`src/shnl_pkg.sv`:
```
`default_nettype none

package shnl_pkg;

  localparam int NOTE_SLOTS_DEF = 16;
  localparam int NOTE_W = 7;

  typedef enum logic [2:0] {
    STAT_INSERTED  = 3'd0,
    STAT_REMOVED   = 3'd1,
    STAT_DUPLICATE = 3'd2,
    STAT_FULL      = 3'd3,
    STAT_NOT_FOUND = 3'd4
  } status_t;

  // command broadcast to every cell of the row
  typedef struct packed {
    logic              insert;
    logic              remove;
    logic [NOTE_W-1:0] pitch;
  } cell_cmd_t;

  // what one cell shows its neighbors
  typedef struct packed {
    logic              occ;
    logic              lt;
    logic              mark;
    logic [NOTE_W-1:0] note;
  } link_t;

endpackage

`default_nettype wire

```
`src/shnl_cell.sv`:
```
`default_nettype none

module shnl_cell (
  input  wire                        clk,
  input  wire                        rst,
  input  wire shnl_pkg::cell_cmd_t   cmd,
  input  wire shnl_pkg::link_t       prev,
  input  wire shnl_pkg::link_t       next,
  output shnl_pkg::link_t            link,
  output logic                       eq
);

  logic [shnl_pkg::NOTE_W-1:0] note;
  logic                        occ;
  logic                        mark;
  logic                        lt;
  logic                        take_next;

  assign lt        = occ && (note < cmd.pitch);
  assign eq        = occ && (note == cmd.pitch);
  assign take_next = cmd.remove && occ && !lt;

  assign link.occ  = occ;
  assign link.lt   = lt;
  assign link.mark = mark;
  assign link.note = note;

  always_ff @(posedge clk) begin
    if (rst) begin
      occ  <= 1'b0;
      mark <= 1'b0;
    end else if (cmd.insert) begin
      if (!lt) begin
        // first cell not below the pitch takes it, the rest shift up
        if (prev.lt) begin
          occ  <= 1'b1;
          mark <= 1'b1;
        end else begin
          occ  <= prev.occ;
          mark <= 1'b0;
        end
      end else begin
        mark <= 1'b0;
      end
    end else if (take_next) begin
      occ  <= next.occ;
      mark <= next.mark;
    end
  end

  always_ff @(posedge clk) begin
    if (cmd.insert && !lt) begin
      note <= prev.lt ? cmd.pitch : prev.note;
    end else if (take_next) begin
      note <= next.note;
    end
  end

endmodule

`default_nettype wire

```
`src/shnl_report.sv`:
```
`default_nettype none

module shnl_report #(
  parameter int NOTE_SLOTS = shnl_pkg::NOTE_SLOTS_DEF,
  localparam int IDX_W = $clog2(NOTE_SLOTS)
) (
  input  wire  [shnl_pkg::NOTE_W-1:0] notes [NOTE_SLOTS],
  input  wire  [NOTE_SLOTS-1:0]       occ,
  input  wire  [NOTE_SLOTS-1:0]       mark,
  output logic [shnl_pkg::NOTE_W-1:0] lowest_note,
  output logic [shnl_pkg::NOTE_W-1:0] highest_note,
  output logic                        last_valid,
  output logic [shnl_pkg::NOTE_W-1:0] last_note,
  output logic [IDX_W-1:0]            last_index
);

  logic [NOTE_SLOTS-1:0] top;

  // the top occupied cell is the one whose upper neighbor is empty
  assign top = occ & ~(occ >> 1);

  assign lowest_note = occ[0] ? notes[0] : '0;
  assign last_valid  = |mark;

  always_comb begin
    highest_note = '0;
    last_note    = '0;
    last_index   = '0;
    for (int i = 0; i < NOTE_SLOTS; i++) begin
      if (top[i]) begin
        highest_note = highest_note | notes[i];
      end
      if (mark[i]) begin
        last_note  = last_note | notes[i];
        last_index = last_index | IDX_W'(i);
      end
    end
  end

endmodule

`default_nettype wire

```
`src/sorted_held_note_list.sv`:
```
// Held-note list kept sorted by ascending pitch in a row of NOTE_SLOTS cells,
// each cell holding one pitch, an occupied bit and the last-struck mark. A
// transfer with s_tuser = 0 inserts the pitch (ignored if already held or the
// list is full), s_tuser = 1 removes it and closes the gap. Every event gives
// exactly one result with a status, the count, lowest and highest pitch and
// the last-struck pitch and position; missing values read as zero. On the
// accept edge all cells compare against the pitch and shift in parallel, and
// in the load state that follows, the row is gathered into the output
// register. A result waiting at the output blocks only the gathering step;
// the next event is taken once the result register is loaded.
`default_nettype none

module sorted_held_note_list #(
  parameter int NOTE_SLOTS = shnl_pkg::NOTE_SLOTS_DEF
) (
  input  wire         clk,
  input  wire         rst,
  input  wire         s_tvalid,
  output logic        s_tready,
  input  wire  [7:0]  s_tdata,  // note_number[6:0], zero pad
  input  wire         s_tuser,  // mode
  output logic        m_tvalid,
  input  wire         m_tready,
  output logic [31:0] m_tdata,  // held_count[4:0], lowest_note[11:5],
                                // highest_note[18:12], last_valid[19],
                                // last_note[26:20], last_index[30:27], zero pad
  output logic [2:0]  m_tuser   // status
);

  localparam int CNT_W = $clog2(NOTE_SLOTS + 1);
  localparam int IDX_W = $clog2(NOTE_SLOTS);
  localparam int NW    = shnl_pkg::NOTE_W;

  typedef enum logic [1:0] {
    S_IDLE = 2'b01,
    S_LOAD = 2'b10
  } state_t;

  state_t state;
  state_t state_next;

  logic [CNT_W-1:0]      count;
  logic [CNT_W-1:0]      count_next;
  shnl_pkg::status_t     status;
  shnl_pkg::status_t     status_next;

  shnl_pkg::cell_cmd_t   cmd;
  shnl_pkg::link_t       links     [NOTE_SLOTS];
  shnl_pkg::link_t       prev_link [NOTE_SLOTS];
  shnl_pkg::link_t       next_link [NOTE_SLOTS];
  logic [NOTE_SLOTS-1:0] eq_vec;
  logic [NOTE_SLOTS-1:0] occ_vec;
  logic [NOTE_SLOTS-1:0] mark_vec;
  logic [NW-1:0]         notes [NOTE_SLOTS];

  logic                  accept;
  logic                  found;
  logic                  full;
  logic                  load_out;

  logic [NW-1:0]         lowest_note;
  logic [NW-1:0]         highest_note;
  logic                  last_valid;
  logic [NW-1:0]         last_note;
  logic [IDX_W-1:0]      last_index;

  assign s_tready = (state == S_IDLE);
  assign accept   = s_tvalid && s_tready;
  assign found    = |eq_vec;
  assign full     = (count == CNT_W'(NOTE_SLOTS));
  assign load_out = (state == S_LOAD) && (!m_tvalid || m_tready);

  assign cmd.pitch  = s_tdata[NW-1:0];
  assign cmd.insert = accept && !s_tuser && !full && !found;
  assign cmd.remove = accept && s_tuser && found;

  for (genvar i = 0; i < NOTE_SLOTS; i++) begin : g_cell
    if (i == 0) begin : g_head
      assign prev_link[i] = '{occ: 1'b1, lt: 1'b1, mark: 1'b0, note: '0};
    end else begin : g_mid_prev
      assign prev_link[i] = links[i-1];
    end
    if (i == NOTE_SLOTS - 1) begin : g_tail
      assign next_link[i] = '{occ: 1'b0, lt: 1'b0, mark: 1'b0, note: '0};
    end else begin : g_mid_next
      assign next_link[i] = links[i+1];
    end

    shnl_cell u_cell (
      .clk  (clk),
      .rst  (rst),
      .cmd  (cmd),
      .prev (prev_link[i]),
      .next (next_link[i]),
      .link (links[i]),
      .eq   (eq_vec[i])
    );

    assign occ_vec[i]  = links[i].occ;
    assign mark_vec[i] = links[i].mark;
    assign notes[i]    = links[i].note;
  end

  shnl_report #(
    .NOTE_SLOTS (NOTE_SLOTS)
  ) u_report (
    .notes        (notes),
    .occ          (occ_vec),
    .mark         (mark_vec),
    .lowest_note  (lowest_note),
    .highest_note (highest_note),
    .last_valid   (last_valid),
    .last_note    (last_note),
    .last_index   (last_index)
  );

  always_comb begin
    count_next  = count;
    status_next = status;
    if (accept) begin
      priority if (!s_tuser && full) begin
        status_next = shnl_pkg::STAT_FULL;
      end else if (!s_tuser && found) begin
        status_next = shnl_pkg::STAT_DUPLICATE;
      end else if (!s_tuser) begin
        status_next = shnl_pkg::STAT_INSERTED;
        count_next  = count + CNT_W'(1);
      end else if (found) begin
        status_next = shnl_pkg::STAT_REMOVED;
        count_next  = count - CNT_W'(1);
      end else begin
        status_next = shnl_pkg::STAT_NOT_FOUND;
      end
    end
  end

  always_comb begin
    state_next = state;
    unique case (state)
      S_IDLE: begin
        if (accept) begin
          state_next = S_LOAD;
        end
      end
      S_LOAD: begin
        if (load_out) begin
          state_next = S_IDLE;
        end
      end
      default: state_next = S_IDLE;
    endcase
  end

  always_ff @(posedge clk) begin
    if (rst) begin
      state    <= S_IDLE;
      count    <= '0;
      m_tvalid <= 1'b0;
    end else begin
      state <= state_next;
      count <= count_next;
      if (load_out) begin
        m_tvalid <= 1'b1;
      end else if (m_tready) begin
        m_tvalid <= 1'b0;
      end
    end
  end

  always_ff @(posedge clk) begin
    status <= status_next;
  end

  always_ff @(posedge clk) begin
    if (load_out) begin
      m_tuser <= status;
      m_tdata <= {1'b0, 4'(last_index), last_note, last_valid,
                  highest_note, lowest_note, 5'(count)};
    end
  end

  // count and the occupied prefix of the row move together
  assert property (@(posedge clk) disable iff (rst)
    $countones(occ_vec) == 32'(count))
    else $error("cell occupancy disagrees with note count");

  assert property (@(posedge clk) disable iff (rst)
    count <= CNT_W'(NOTE_SLOTS))
    else $error("note count above capacity");

  assert property (@(posedge clk) disable iff (rst)
    $onehot0(mark_vec))
    else $error("more than one last-struck mark");

  // a result only appears after the gathering cycle
  assert property (@(posedge clk) disable iff (rst)
    $rose(m_tvalid) |-> $past(state == S_LOAD))
    else $error("result raised outside the load step");

endmodule

`default_nettype wire

```
`config.mk`:
```
export PLATFORM = sky130hd
export DESIGN_NAME = sorted_held_note_list
export DESIGN_NICKNAME = d
export VERILOG_FILES = /design/src/shnl_pkg.sv /design/src/shnl_cell.sv /design/src/shnl_report.sv /design/src/sorted_held_note_list.sv
export SDC_FILE = /design/constraint.sdc
export NUM_CORES = 1
export LEC_CHECK = 0
export ABC_AREA = 1
export BUFFER_PORTS_ARGS = -buffer_cell sky130_fd_sc_hd__buf_2
export CAP_MARGIN = 15
export CORE_ASPECT_RATIO = 0.9
export CORE_MARGIN = 2
export CORE_UTILIZATION = 53
export DETAILED_ROUTE_END_ITERATION = 6
export GPL_ROUTABILITY_DRIVEN = 0
export PLACE_DENSITY = 0.7
export SLEW_MARGIN = 20
export SYNTH_ARGS = -nofsm -noshare
export SYNTH_HDL_FRONTEND = slang
export SYNTH_SLANG_ARGS = --single-unit
```
`constraint.sdc`:
```
create_clock -name clk -period 5.8 [get_ports clk]
set_input_delay 1.74 -clock clk [delete_from_list [all_inputs] [get_ports clk]]
set_output_delay 1.74 -clock clk [all_outputs]
set_load 0.01 [all_outputs]
```
-- Word-level counts from Yosys, hierarchy flattened
Cells that the tools add are included.
- flip-flop bits (word level): 189
- input bits: 13
- logic and storage cells: 547
- output and inout port bits: 37
- equal/unequal tests: 38
- reduce and logical (&&, ||, !) cells: 168
- order comparisons: 16
- add/sub/neg operators: 2
- bitwise logic cells: 35
- mux-type cells: 227
- operators by type and width (operator ; count):
    $mux 7 ; 79
    $or 7x7->7 ; 30
    $mux 1 ; 129
    $eq 7x7->1 ; 16
    $lt 7x7->1 ; 16
    $logic_and 1x1->1 ; 89
    $reduce_bool 2->1 ; 33
    $ne 2x2->1 const B ; 17
    $reduce_and 2->1 ; 17
    $reduce_or 16->1 ; 2
    $mux 4 ; 6
    $logic_not 1->1 ; 20
    $and 16x16->16 ; 1
    $not 15->16 ; 1
    $mux 3 ; 5
    $mux 2 ; 5
    $mux 5 ; 2
    $reduce_or 8->1 ; 1
    $add 5x1->5 const B ; 1
    $eq 5x5->1 const B ; 1
    $sub 5x1->5 const B ; 1
    $ne 2x1->1 const B ; 2
    $pmux 2 s2 ; 1
    $reduce_and 4->1 ; 1
    other kinds (7) ; 10

-- Depth between registers and ports, before layout
- word-level depth: 33
- depth in mapped cells: 17
- depth with buffers taken out: 15

-- Hierarchy
Synthesis repeated with hierarchy kept, for this count alone.
- cells, all modules: 2179
- area, all modules: 15857.7 um^2
- modules (own cells, without submodules) (module ; area each (um^2) ; cells each ; seq. area each (um^2) ; times used):
    shnl_cell ; 743.2 ; 96 ; 250.2 ; 16
    shnl_report ; 2184.6 ; 515 ; 0.0 ; 1
    sorted_held_note_list ; 1781.7 ; 128 ; 1271.2 ; 1

-- Worst setup path after synthesis
Ideal clock, no wire load.
- path type: in2reg
- from: input m_tready
- to: register m_tdata[0], enable pin
- setup time: 0.467 ns
- stages on the path: 2
- required time: 5.333 ns
- setup slack: 1.205 ns
- arrival: 4.127 ns
- path buffers: 0
- cell sequence: nor2_1 -> nor3_1
- cells in the longest elaborated chain, start to end: 2
- RTL lines (element ; line ; RTL):
    start, declared ; sorted_held_note_list.sv:23 ; input wire m_tready,
    $logic_or 1x1->1 ; sorted_held_note_list.sv:71 ; assign load_out = (state == S_LOAD) && (!m_tvalid || m_tready);
    $logic_and 1x1->1 ; sorted_held_note_list.sv:71 ;
    named net load_out ; sorted_held_note_list.sv:59 ; logic load_out;
    end signal, assigned ; sorted_held_note_list.sv:177 ; m_tdata <= {1'b0, 4'(last_index), last_note, last_valid,
    end, declared ; sorted_held_note_list.sv:24 ; output logic [31:0] m_tdata,
The timed path passes the listed nets, and every way through them passes these cells.
A chain may end at the register's enable or synchronous reset.

-- Worst setup path after layout
- from: input s_tdata[5]
- to: register g_cell[9].u_cell.note[2] in the netlist's numbering, enable pin
- cells in the longest elaborated chain, start to end: 7
- elaborated cells on any way between the ends: 43
- those cells by class: order compare (1); eq/ne (16); reduce/logical (26)
- RTL lines (element ; line ; RTL):
    start, declared ; sorted_held_note_list.sv:20 ; input wire [7:0] s_tdata,
    $eq 7x7->1 ; shnl_cell.sv:20 ; assign eq = occ && (note == cmd.pitch);
    $logic_and 1x1->1 ; shnl_cell.sv:20 ;
    $reduce_or 16->1 ; sorted_held_note_list.sv:69 ; assign found = |eq_vec;
    $logic_not 1->1 / $logic_and 1x1->1 (equally long branches) ; sorted_held_note_list.sv:74, sorted_held_note_list.sv:75 ;
    $logic_and 1x1->1, on equally long branches ; sorted_held_note_list.sv:74, shnl_cell.sv:21 ;
    $logic_and 1x1->1, on equally long branches ; shnl_cell.sv:52, shnl_cell.sv:21 ;
    $reduce_bool 2->1 (no line) * ; - ;
    end signal, assigned ; shnl_cell.sv:53 ; note <= prev.lt ? cmd.pitch : prev.note;
    end signal, assigned ; shnl_cell.sv:55 ; note <= next.note;
    end, declared ; shnl_cell.sv:13 ; logic [shnl_pkg::NOTE_W-1:0] note;
Mark *: on every way between the ends. The rest lies on a longest branch, timed or not.

==> results.md <==
- Initial drt markers: 2141
- Worst VDD drop: 0.202 mV
- Worst-Skew Late Latency: 0.46 ns
- Synth warnings: 0
- Ys flop type: edfxtp_1
- DR DRC count: 2
- CP Launch Point: s_tdata[5]
- Slowest cell on the critical path: buf_2
- Failing checks: DRC
- Final Util: 60.3%
- Register area share after synthesis: 40.2%
- CTS resizes: 0
- CP endpoint kind: flip-flop
- CTS buffer count: 17
- Crit-path cells: buf_2 > inv_1 > buf_12 > ha_1 > nand2_1 > nor2_1 > nand2_1 > nand2_1 > nor2_1 > nand2_1 > nor2_4 > nand2_4 > buf_12 > o21ai_0 > buf_4
- CP delay by family, top: buffers and inverters
- ANT cells: 0
- Slew Viols, Final: 0
- Synth top cells by count: 386 x nand2_1, 196 x inv_1, 149 x edfxtp_1
- Num rows: 54
- Starting Density: 54.0%
- Mapped Cells: 1648
- Min cycle time layout: 4.66 ns
- Status: finished, violations left
- WL per Instance: 23.4 µm
- Cell variety after synth: 40
- Grt ovf: 0
- Final layout net count: 1844
- Area grow syn2layout: 11.6%
- Pre-Repair DR Iteration Count: 7
- Hold Path Class: reg -> reg
- Clk sinks: 189
- Max-cap violations: 0
- # setup viols final: 0
- CTS clock-pin slew for the worst setup and hold paths: 0.07 ns
- EDFF count, synth: 149
- Max Fclk: 0.215 GHz
- Die Span X: 170 µm
- Asr flop ratio synth: 0%
- Power per Cell Area: 253 nW/µm²
- # H-tree levels: 4
- Port bufs: 47
- Total wire length: 47600 µm
- Clock buffer depth: 2
- Root Driver: clkbuf_16
- Worst reg2reg path startpoint: g_cell[14].u_cell.note[6]
- Initial antenna violation count: 0
- Share of post-route cells with drive strength above 1: 9.32%
- Unrepaired setup endpoints after global routing: false
- Cell taking the most area after synthesis: edfxtp_1
- DP HPWL: 34900 µm
- Worst-path fanout max: 34
- Final Hold Viols: 0
- Largest net degree at the start of global routing: 35
- Clock skew: 0.0179 ns
- Slew Limit Headroom: 19.8%
- Cell leakage power: 0.00639 µW
- FF+latch count, synth: 189
- WP data arrival: 4.81 ns
- Hold Startpoint: status[0]
- Full die area: 26100 µm²
- Top-Level Pins: 50
- Synth top area cells: edfxtp_1 34%, nand2_1 11%, ha_1 11%
- Detail Route Antenna Nets: 0
- Worst hold slack: 0.419 ns
- Cell mode on critical path: nand2_1
- Max stage delay on crit path: 0.45 ns
- Core area: 24300 µm²
- CP Data Required Time: 5.95 ns
- Syn nets: 1777
- Post CTS Setup Buffer Count: 0
- Top-count cell post-synth: nand2_1
- Overall Global Routing Usage: 36.7%
- Crit start category: input port
- Post-CTS Hold Buffers: 0
- Vias in the first global route: 12100
- Syn Area/Cell: 7.97 µm²
- CTS tree: done
- Netlist Area Pre-Place: 13100 µm²
- Final Cycle Share: 80.3%
- Setup TNS: 0 ns
- First-pass GRT wire length: 71400 µm
- Yosys top cell area share: 34.1%
- Worst path buffer plus inverter count: 5
- Actual slew at the worst max-slew pin: 1.20 ns
- Crit Path Class: in -> reg
- Die Height: 153 µm
- Via density: 6.50
- Routed vias: 13200
metrics by stage:
stage / total power [µW] / area [µm²] / std cells / worst slack (ns)
after detailed placement: 2440 / 14000 / 2004 / 0.853
final: 3700 / 14700 / 2036 / 1.14
after global routing: 3820 / 14700 / 2036 / 1.12
after CTS: 3660 / 14700 / 2036 / 1.31
after floorplan: 2140 / 13100 / 1648 / 1.21
after global placement: 2420 / 14000 / 2004 / 0.860
per-layer routing:
metal / vias to the layer above / track usage [%] / wire length, µm
li1: 5952 / - / -
met1: 6031 / 50.8 / 18500
met2: 1042 / 53.4 / 19600
met3: 205 / 9.04 / 6830
met4: 0 / 18.2 / 2640
met5: - / 0.756 / 0
cell usage in the layout (no fill, tap or decap), types with 5 or more instances in the layout:
master     count
a211oi_1       7
a21oi_1      106
a221oi_1      11
buf_12         8
buf_2         47
buf_4         56
clkbuf_16     18
dfxtp_1       40
edfxtp_1     149
ha_1         115
inv_1        196
inv_6          5
nand2_1      386
nand3_1       53
nand4_1       25
nor2_1       111
nor2_2         8
nor3_1         8
nor4_1        10
o2111ai_1     10
o211ai_1      90
o21a_1        16
o21ai_0      143
o21ai_1       15
o221ai_1      10
o22ai_1       53
state kept, by name (all words and copies together) (netlist names):
signal / cells
g_cell.u_cell.note: 112
count: 5
m_tdata: 31
g_cell.u_cell.occ: 16
m_tuser: 3
state: 2
m_tvalid: 1
status: 3
g_cell.u_cell.mark: 16
cell families (layout without fill, tap and decap cells):
group,count (synthesis),in the layout,synth area share (%)
compound gates,463,463,21.2
fa+ha+maj,116,116,11.1
buf+inv,264,344,8.05
simple gates,611,611,19.2
xor+xnor,4,4,0.267
other cells,1,1,0.0285
flops,189,189,40.2
power by group:
part	switching (µW)	total [µW]	internal [µW]
combinational	548	807	259
sequential	84.5	1650	1570
clock	580	1240	665
total	1210	3700	2490
worst paths after layout:
check | to | slack (ns) | depth (start not counted)
max reg2reg | g_cell[9].u_cell.note[2] | 2.70 | 12
max | g_cell[9].u_cell.note[2] | 1.14 | 15
min reg2reg | m_tuser[0] | 0.42 | 0
min | m_tuser[0] | 0.42 | 0
cell type report:
| cell class | instances | area (µm²) |
|---|---|---|
| clock buffers | 21 | 492 |
| clock inverters | 11 | 116 |
| fillers | 2181 | 9670 |
| inverters | 201 | 754 |
| multi-input cells | 1195 | 6820 |
| flip-flops and latches | 189 | 5280 |
| well taps | 308 | 385 |
| repair buffers | 111 | 816 |
Note: power is estimated with default switching activity, not from simulation.
